--- src/rtl/core/page_table_frame_allocator_core_assert.svh ---
// ----------------------------------------------------------------------------
// Page table frame allocator assertion macros
// Clocked property wrappers shared by the core's assertion block.
// ----------------------------------------------------------------------------
`ifndef PAGE_TABLE_FRAME_ALLOCATOR_CORE_ASSERT_SVH
`define PAGE_TABLE_FRAME_ALLOCATOR_CORE_ASSERT_SVH

// same-cycle implication
`define PTFA_ASSERT_NOW(name, ante, cons) \
  name: assert property (@(posedge clk) disable iff (!rst_n) (ante) |-> (cons)) \
    else $error("ptfa: same-cycle check failed");

// next-cycle implication
`define PTFA_ASSERT_NEXT(name, ante, cons) \
  name: assert property (@(posedge clk) disable iff (!rst_n) (ante) |=> (cons)) \
    else $error("ptfa: next-cycle check failed");

`endif

--- src/rtl/core/ptfa_pkg.sv ---
// ----------------------------------------------------------------------------
// Page table frame allocator package
// Field widths, entry masks, mode and status codes, control structs.
// ----------------------------------------------------------------------------
package ptfa_pkg;

  localparam int MODE_W     = 2;
  localparam int INDEX_W    = 13;
  localparam int COUNT_W    = 14;
  localparam int FRAME_W    = 20;
  localparam int FLAG_W     = 9;
  localparam int STATUS_W   = 2;
  localparam int ENTRY_W    = 32;
  localparam int LOW_W      = 13;
  localparam int HIGH_W     = 14;
  localparam int CFG_IDX_W  = 1;
  localparam int CFG_DATA_W = 14;
  localparam int IN_USE_POS = 11;

  localparam logic [MODE_W-1:0] MODE_MAP   = 2'd0;
  localparam logic [MODE_W-1:0] MODE_FREE  = 2'd1;
  localparam logic [MODE_W-1:0] MODE_ALLOC = 2'd2;
  localparam logic [MODE_W-1:0] MODE_CLAIM = 2'd3;

  localparam logic [STATUS_W-1:0] ST_DONE    = 2'd0;
  localparam logic [STATUS_W-1:0] ST_NO_FREE = 2'd1;
  localparam logic [STATUS_W-1:0] ST_IN_USE  = 2'd2;

  localparam logic [CFG_IDX_W-1:0] CFG_SEARCH_LOW  = 1'b0;
  localparam logic [CFG_IDX_W-1:0] CFG_SEARCH_HIGH = 1'b1;

  localparam logic [ENTRY_W-1:0] ENTRY_RESET = 32'h0000_0002;
  localparam logic [ENTRY_W-1:0] FREE_MASK   = 32'hFFFF_F7FA;
  localparam logic [ENTRY_W-1:0] KEEP_MASK   = 32'h0000_0E00;
  localparam logic [ENTRY_W-1:0] IN_USE_BIT  = 32'h0000_0800;

  localparam logic [LOW_W-1:0]  LOW_RESET  = 13'h0B00;
  localparam logic [HIGH_W-1:0] HIGH_RESET = 14'h2000;

  typedef struct packed {
    logic start;
    logic clear;
    logic walk;
    logic push;
  } ptfa_cmd_t;

  typedef struct packed {
    logic clear_done;
    logic walk_done;
    logic out_free;
  } ptfa_sts_t;

endpackage

--- src/rtl/core/ptfa_ctrl.sv ---
// ----------------------------------------------------------------------------
// Page table frame allocator controller
// Sequences table clear, word accept, table walk and result push.
// ----------------------------------------------------------------------------
module ptfa_ctrl (
  input  logic                 clk,
  input  logic                 rst_n,
  input  logic                 in_valid,
  output logic                 in_stall,
  output ptfa_pkg::ptfa_cmd_t  cmd,
  input  ptfa_pkg::ptfa_sts_t  sts
);

  import ptfa_pkg::*;

  localparam logic [1:0] S_CLEAR = 2'd0;
  localparam logic [1:0] S_IDLE  = 2'd1;
  localparam logic [1:0] S_WALK  = 2'd2;
  localparam logic [1:0] S_PUSH  = 2'd3;

  logic [1:0] state_r, state_nxt;

  always_comb begin
    state_nxt = state_r;
    cmd       = '0;
    case (state_r)
      S_CLEAR: begin
        cmd.clear = 1'b1;
        if (sts.clear_done) begin
          state_nxt = S_IDLE;
        end
      end
      S_IDLE: begin
        if (in_valid) begin
          cmd.start = 1'b1;
          state_nxt = S_WALK;
        end
      end
      S_WALK: begin
        cmd.walk = 1'b1;
        if (sts.walk_done) begin
          state_nxt = S_PUSH;
        end
      end
      S_PUSH: begin
        if (sts.out_free) begin
          cmd.push  = 1'b1;
          state_nxt = S_IDLE;
        end
      end
      default: begin
        state_nxt = S_CLEAR;
      end
    endcase
  end

  assign in_stall = (state_r != S_IDLE);

  always_ff @(posedge clk) begin
    if (!rst_n) begin
      state_r <= S_CLEAR;
    end else begin
      state_r <= state_nxt;
    end
  end

endmodule

--- config.mk ---
export PLATFORM = sky130hd
export DESIGN_NAME = ptfa_ctrl
export DESIGN_NICKNAME = d
export VERILOG_FILES = /design/src/rtl/core/page_table_frame_allocator_core_assert.svh /design/src/rtl/core/ptfa_pkg.sv /design/src/rtl/core/ptfa_ctrl.sv
export SDC_FILE = /design/constraint.sdc
export NUM_CORES = 1
export LEC_CHECK = 0
export BUFFER_PORTS_ARGS = -buffer_cell sky130_fd_sc_hd__clkbuf_2
export CAP_MARGIN = 20
export CORE_AREA = 3 3 40 42
export DETAILED_ROUTE_END_ITERATION = 10
export DIE_AREA = 0 0 43 45
export PLACE_DENSITY = 0.43
export SYNTH_ARGS = -nofsm -noshare
export SYNTH_HDL_FRONTEND = slang
export SYNTH_SLANG_ARGS = --single-unit
--- constraint.sdc ---
create_clock -name clk -period 2.47 [get_ports clk]
set_input_delay 0.494 -clock clk [delete_from_list [all_inputs] [get_ports clk]]
set_output_delay 0.494 -clock clk [all_outputs]
set_load 0.05 [all_outputs]
==> Word-level counts from Yosys, hierarchy flattened <==
Index checks and enable logic that the tools add are counted.
{ "classes": {"reduce_logical": 2, "n_mux": 11, "n_eq_ne": 8} }
{ "ops": {"columns": ["cell", "n"], "rows": [
  ["two-way mux 2 bit", 4],
  ["inequality test 2 bit (second input constant)", 4],
  ["one-hot mux 2 bit (4 select lines)", 1],
  ["two-way mux 1 bit", 6],
  ["equality test 2 bit (second input constant)", 2],
  ["AND reduction 4 bit", 1],
  ["equality test 2 x 1 -> 1 bit (second input constant)", 1],
  ["zero test 2 bit", 1],
  ["inequality test 2 x 1 -> 1 bit (second input constant)", 1]
]} }
{ "totals": {"register_bits": 2, "in_bits": 6, "output_inout_bits": 5, "word_cells": 22} }

==> Longest topological paths before layout <==
Gate-level depths: netlist of the first run.
{ "depth": {"depth_word": 3, "depth_mapped": 5, "depth_no_buf": 5} }

==> Least setup slack after synthesis of the first run <==
OpenSTA, ideal clock, no wires.
{ "synth_timing": {"kind": "reg2reg", "start": "register state_r[1]", "end": "register state_r[0]", "setup_slack_ps": 1012, "path_stages_with_launch": 6, "setup_time_ps": 72, "period_less_slack_ps": 1458, "t_required_ps": 2398, "arrival_time_ps": 1386, "n_path_buf": 0, "path_cell_list": "dfxtp_1 > inv_1 > ha_1 > inv_1 > o2111a_2 > mux2i_1"} }
{ "synth_via": {"elab_chain_len": 3, "word_cells_on_any_way": 10, "classes_between": "eq/ne: 7; mux: 1; reduce/logical: 2"} }
{ "synth_rtl": {"columns": ["item", "line_no", "text"], "rows": [
  ["start: declaration", "ptfa_ctrl.sv:21", "logic [1:0] state_r, state_nxt;"],
  ["start signal: assignment", "ptfa_ctrl.sv:63", "state_r <= state_nxt;"],
  ["equality test 2 bit (tied with other cells)", "ptfa_ctrl.sv:26", "case (state_r)"],
  ["inequality test 2 bit (no source line)", null, null],
  ["AND reduction 4 bit (no source line)", null, null]
]} }
Parallel ways exist; a longest one is shown, timed or not.
A chain may end at the register's enable or synchronous reset.

==> Final worst setup path of the first run <==
{ "layout_timing": {"start": "register state_r[1]", "end": "output port in_stall"} }
{ "layout_via": {"elab_chain_len": 1} }
{ "layout_rtl": {"columns": ["item", "line_no", "text"], "rows": [
  ["inequality test 2 x 1 -> 1 bit", "ptfa_ctrl.sv:57", "assign in_stall = (state_r != S_IDLE);"],
  ["end: declaration", "ptfa_ctrl.sv:9", "output logic in_stall,"]
]} }
No other way between the ends.

==> results.yml, run 1 <==
clocking:
  clk_latency_ns: 0.22
  numCtsBuffers: 3
  numClockSinks: 2
  postCtsHoldBufs: 0
  cts_root_buf: "clkbuf_4"
  cts_resized: 0
  h-tree-depth: 1
  tritoncts: "yes"
  clockBufferDepth: 2
  path_clk_slew_ns: 0.03
  postCtsSetupRepairBufs: 0
pwr:
  p_total_uw: 358
  powerDensity_nw_per_um2: 1310
  pwr-share-seq_pct: 16.7
  peakVddDrop_v: 0.000297
  clockPowerShare_pct: 19.9
  p_comb_share_pct: 63.3
  swShare_pct: 53.7
  power_leakage_uw: 0.000145
  switchingPower_uw: 192
  p_int_uw: 166
timing:
  slew_headroom_pct: 81.3
  layout_setup_ws_ns: 0.731
  rsz0062_at_grt: "false"
  hold_viol_final: 0
  timing.final.crit_share_pct: 70.4
  period_minus_slack_ns: 1.74
  setup_viol: 0
  fmax_mhz: 575
  final_max_slew_viol_count: 0
  fin_skew_ns: 0.00130
  final.setup.tns_ns: 0
  max_slew.worst_pin.slew_ns: 0.281
worst_setup_path:
  timing_worst_setup_path_type: "flop to primary output"
  endpoint_kind: "primary output"
  crit_fanout: 4
  reg2regPathDepth: 5
  worstPathRequired_ns: 1.98
  arrival_ns: 1.24
  reg2reg_slack_ns: 1.23
  crit_start: "state_r[1]$_SDFFE_PN0P_"
  reg2reg_to: "state_r[0]$_SDFFE_PN0P_"
  start_kind: "flop"
  r2r-start: "state_r[1]$_SDFFE_PN0P_"
layout:
  postLayoutCoreUtil_pct: 21.2
  largest_reg_flops: 2
  syn2layout_area_growth_pct: 50.3
  layout.nets: 46
  layout-drive-gt1-share_pct: 41.2
  antenna_cells: 0
  largest_register: "state_r"
  largestRegisters: "state_r (2)"
  fin_cells: 49
synth:
  synth_top_family_by_area: "adder cells"
  yosysWarnings: 0
  synth-adder-area-share_pct: 27.6
  syn-num-nets: 31
  seq_area_frac_synth_pct: 22.1
  yosys.area.top_type_share_pct: 27.6
  synth_area_um2: 181
  synth_area_leaders: "ha_1, dfxtp_1, mux2i_1, nand2_1, and2_1"
  synth_top_area_cell: "ha_1"
  synth_compound_gate_area_share_pct: 6.90
  synth-simple-area-share_pct: 26.2
  synth_area_per_cell_um2: 8.64
  synth_seq_cells: 2
  synthCells: 21
  yosysUniqueCellTypes: 9
  synth-xor-area-share_pct: 0
  synthMuxAreaShare_pct: 11.0
placed_design:
  place_ws_ns: 0.959
  place_inst: 46
  place.port_buffers: 10
  place_congestion: 0.683
  dp_hpwl_um: 330
hold_path:
  holdCritStartpoint: "state_r[0]$_SDFFE_PN0P_"
  hold_depth: 2
  min_to: "state_r[0]$_SDFFE_PN0P_"
  hold_path.class: "flop to flop"
global_route:
  grt-ovfl-total: 0
  grt_pass1_wl_um: 690
  grt_pass1_vias: 181
  grt_max_degree: 5
  antenna_found_initial: 0
  track_usage_pct: 5.32
floorplan:
  rows: 13
  start_util_pct: 14.1
  coreArea_um2: 1280
  fp.dieH_um: 45
  ios: 11
  die_x_um: 43
  dieArea_um2: 1940
detailed_routing:
  postRouteAntennaNets: 0
  totalWireLength_um: 383
  vias: 184
  wl_per_cell_um: 7.82
  first_pass_iters: 4
  drtIter0Drc: 5
  vias_per_cell: 3.76
  drc: 0
run:
  maxCapViolCount: 0
run_status:
  status: "finished, final reports clean"
[metal layers]
layer / share of wire [%] / routed length, um / GRT usage, % / up-vias
li1: - / - / - / 93
met1: 44 / 170 / 5.76 / 78
met2: 37 / 140 / 5.99 / 13
met3: 19 / 71 / 3.19 / 0
met4: 0 / 0 / 7.23 / 0
met5: 0 / 0 / 0 / -
[final cells by class]
type / count / area (um2)
Fill cell: 148 / 1010
Multi-Input combinational cell: 16 / 130
Timing Repair Buffer: 10 / 50.0
Sequential cell: 2 / 40.0
Clock buffer: 3 / 22.5
Tap cell: 15 / 18.8
Inverter: 3 / 11.3
[cells in the final DEF (no fill, tap or decap)]
| cell | count |
|---|---|
| nand2_1 | 4 |
| dfxtp_1 | 2 |
| clkbuf_4 | 3 |
| nand2b_1 | 2 |
| ha_1 | 4 |
| mux2i_1 | 2 |
| clkbuf_2 | 10 |
| inv_1 | 3 |
| o2111a_2 | 1 |
| and2_1 | 2 |
| or2b_1 | 1 |
[worst max path at each step]
stage,to,slack [ns],depth (start not counted)
3_3_place_gp,in_stall,0.97,4
2_1_floorplan,state_r[0]$_SDFFE_PN0P_,1.01,5
6_report,in_stall,0.73,4
4_1_cts,in_stall,0.72,4
3_5_place_dp,in_stall,0.96,4
5_1_grt,in_stall,0.66,4
[kinds of logic (layout without fill, tap and decap cells)]
family	after synthesis	in the layout
AOI/OAI and AO/OA	1	1
adders and majority gates	4	4
buffers and inverters	3	16
DFF	2	2
muxes	2	2
and+or+nand+nor	9	9
[synth_stat cells]
cell type / n
inv_1: 3
nand2b_1: 2
ha_1: 4
and2_1: 2
nand2_1: 4
dfxtp_1: 2
mux2i_1: 2
or2b_1: 1
o2111a_2: 1
[power by group through the flow]
stage / registers, uW / logic (uW) / clock network (uW)
6_report: 60.0 / 227 / 71.4
5_1_grt: 62.5 / 247 / 79.8
4_1_cts: 60.1 / 231 / 77.0
3_5_place_dp: 60.6 / 231 / 0
3_3_place_gp: 60.4 / 227 / 0
2_1_floorplan: 57.0 / 190 / 0
[critical path: stages, from the launching register on]
cell and delay, ns:
dfxtp_1 0.37, inv_1 0.08, ha_1 0.19, inv_1 0.10
clkbuf_2 0.29
[stage by stage]
step           hold WS [ns]  cell area [um2]
6_report              0.501              273
5_1_grt               0.534              273
4_1_cts               0.505              273
3_5_place_dp          0.501              250
3_3_place_gp          0.497              250
2_1_floorplan         0.468              181
Power figures use the tool's default switching activity.
==> inputs of run 2 (changes only) <==
PLACE_DENSITY = 0.44   (was 0.43)
clock period = 1.55 ns   (was 2.47 ns; I/O delays follow)
==> run 2 against run 1 <==
  * Highest routed layer unchanged
  * Worst setup slack lost 0.63 ns
  * Combinational power up 65%
  * Largest cell class unchanged
  * Clock power grew 61%
==> results.yml, run 2 (synthesis results as in run 1) <==
clocking:
  numClockSinks: 2
  cts_root_buf: "clkbuf_4"
  clk_latency_ns: 0.22
  clockBufferDepth: 2
  h-tree-depth: 1
  tritoncts: "yes"
  path_clk_slew_ns: 0.03
  numCtsBuffers: 3
global_route:
  track_usage_pct: 5.65
  antenna_found_initial: 0
  grt_pass1_wl_um: 731
  grt_max_degree: 5
  grt-ovfl-total: 0
  grt_pass1_vias: 179
pwr:
  p_int_uw: 279
  peakVddDrop_v: 0.000397
  power_leakage_uw: 0.000147
  p_comb_share_pct: 63.6
  pwr-share-seq_pct: 16.9
  switchingPower_uw: 309
  swShare_pct: 52.5
  clockPowerShare_pct: 19.6
  powerDensity_nw_per_um2: 2090
detailed_routing:
  drtIter0Drc: 2
  wl_per_cell_um: 8.33
  vias_per_cell: 3.53
  drc: 0
  postRouteAntennaNets: 0
  first_pass_iters: 4
  vias: 173
  totalWireLength_um: 408
run:
  maxCapViolCount: 0
floorplan:
  start_util_pct: 14.1
  dieArea_um2: 1940
  ios: 11
  coreArea_um2: 1280
  rows: 13
  fp.dieH_um: 45
  die_x_um: 43
worst_setup_path:
  reg2reg_to: "state_r[0]$_SDFFE_PN0P_"
  endpoint_kind: "primary output"
  crit_end: "in_stall"
  crit_start: "state_r[1]$_SDFFE_PN0P_"
  arrival_ns: 1.14
  reg2reg_slack_ns: 0.32
  r2r-start: "state_r[0]$_SDFFE_PN0P_"
  timing_worst_setup_path_type: "flop to primary output"
  worstPathRequired_ns: 1.24
  reg2regPathDepth: 5
  crit_fanout: 4
  start_kind: "flop"
layout:
  nFillCells: 143
  layout_common_cells: "clkbuf_2, clkbuf_4, nand2_1, ha_1, inv_1"
  largest_reg_flops: 2
  layout-drive-gt1-share_pct: 44.1
  syn2layout_area_growth_pct: 55.2
  final_common_cell: "clkbuf_2"
  largestRegisters: "state_r (2)"
  layout.nets: 46
  antenna_cells: 0
  largest_register: "state_r"
  postLayoutCellArea_um2: 282
run_status:
  status: "finished, final reports clean"
placed_design:
  place_ws_ns: 0.226
  dp_hpwl_um: 330
  place_congestion: 0.640
  place.port_buffers: 10
  dpl_cell_area_um2: 250
hold_path:
  hold_path.class: "input port to flop"
timing:
  max_slew.worst_pin.slew_ns: 0.276
  rsz0062_at_grt: "false"
  fmax_mhz: 689
  period_minus_slack_ns: 1.45
  setup_viol: 0
  slew_headroom_pct: 81.6
  layout_setup_ws_ns: 0.0993
  fin_skew_ns: 0.0000699
  final_max_slew_viol_count: 0
  final.setup.tns_ns: 0
  hold_viol_final: 0
  timing.final.crit_share_pct: 93.6
[run 2: layout make-up]
cell class / count / area, um2 / area share, %
flip-flops and latches: 2 / 41.3 / 14.7
repair buffers: 10 / 57.6 / 20.4
clock buffers: 3 / 22.5 / 8.00
multi-input cells: 16 / 130 / 46.2
well taps: 15 / 18.8 / 6.67
inverters: 3 / 11.3 / 4.00
[run 2: power groups by stage]
stage          clock, uW  combinational (uW)  sequential [uW]
3_5_place_dp           0                 367             97.7
4_1_cts              123                 373             96.9
2_1_floorplan          0                 303             90.8
6_report             115                 374             99.0
5_1_grt              135                 410              104
3_3_place_gp           0                 363             98.6
[run 2: timing repair]
action	CTS	global route
hold buffers	0	0
cloned	0	0
setup buffers	0	0
resized for setup	1	6
setup endpoints to repair	1	3
[run 2: critical path, cell delays in order (launching register included)]
cell      delay, ns
dfxtp_2        0.34
inv_1          0.06
ha_1           0.18
inv_1          0.09
clkbuf_4       0.24
[run 2: metrics by stage]
step	power (uW)	hold slack [ns]	utilization, %	cells
6_report	588	0.356	21.9	49
5_1_grt	648	0.368	21.9	49
4_1_cts	593	0.353	21.4	49
3_5_place_dp	465	0.499	19.5	46
3_3_place_gp	461	0.503	19.5	46
2_1_floorplan	394	0.456	-	21
[run 2: worst min-delay path by stage]
stage | startpoint | to | slack, ns | cells after the start
5_1_grt | rst_n | state_r[1]$_SDFFE_PN0P_ | 0.37 | 3
6_report | rst_n | state_r[1]$_SDFFE_PN0P_ | 0.36 | 3
3_3_place_gp | state_r[0]$_SDFFE_PN0P_ | state_r[0]$_SDFFE_PN0P_ | 0.50 | 2
3_5_place_dp | state_r[1]$_SDFFE_PN0P_ | state_r[1]$_SDFFE_PN0P_ | 0.50 | 2
2_1_floorplan | rst_n | state_r[1]$_SDFFE_PN0P_ | 0.46 | 2
4_1_cts | rst_n | state_r[1]$_SDFFE_PN0P_ | 0.35 | 3
[run 2: per-layer routing]
metal / part of all wire (%) / track usage, % / up-vias / routed length [um]
li1: - / - / 93 / -
met4: 0 / 7.23 / 0 / 0
met2: 37 / 5.69 / 11 / 151
met3: 12 / 3.59 / 0 / 47
met1: 51 / 6.71 / 69 / 209
met5: 0 / 0 / - / 0
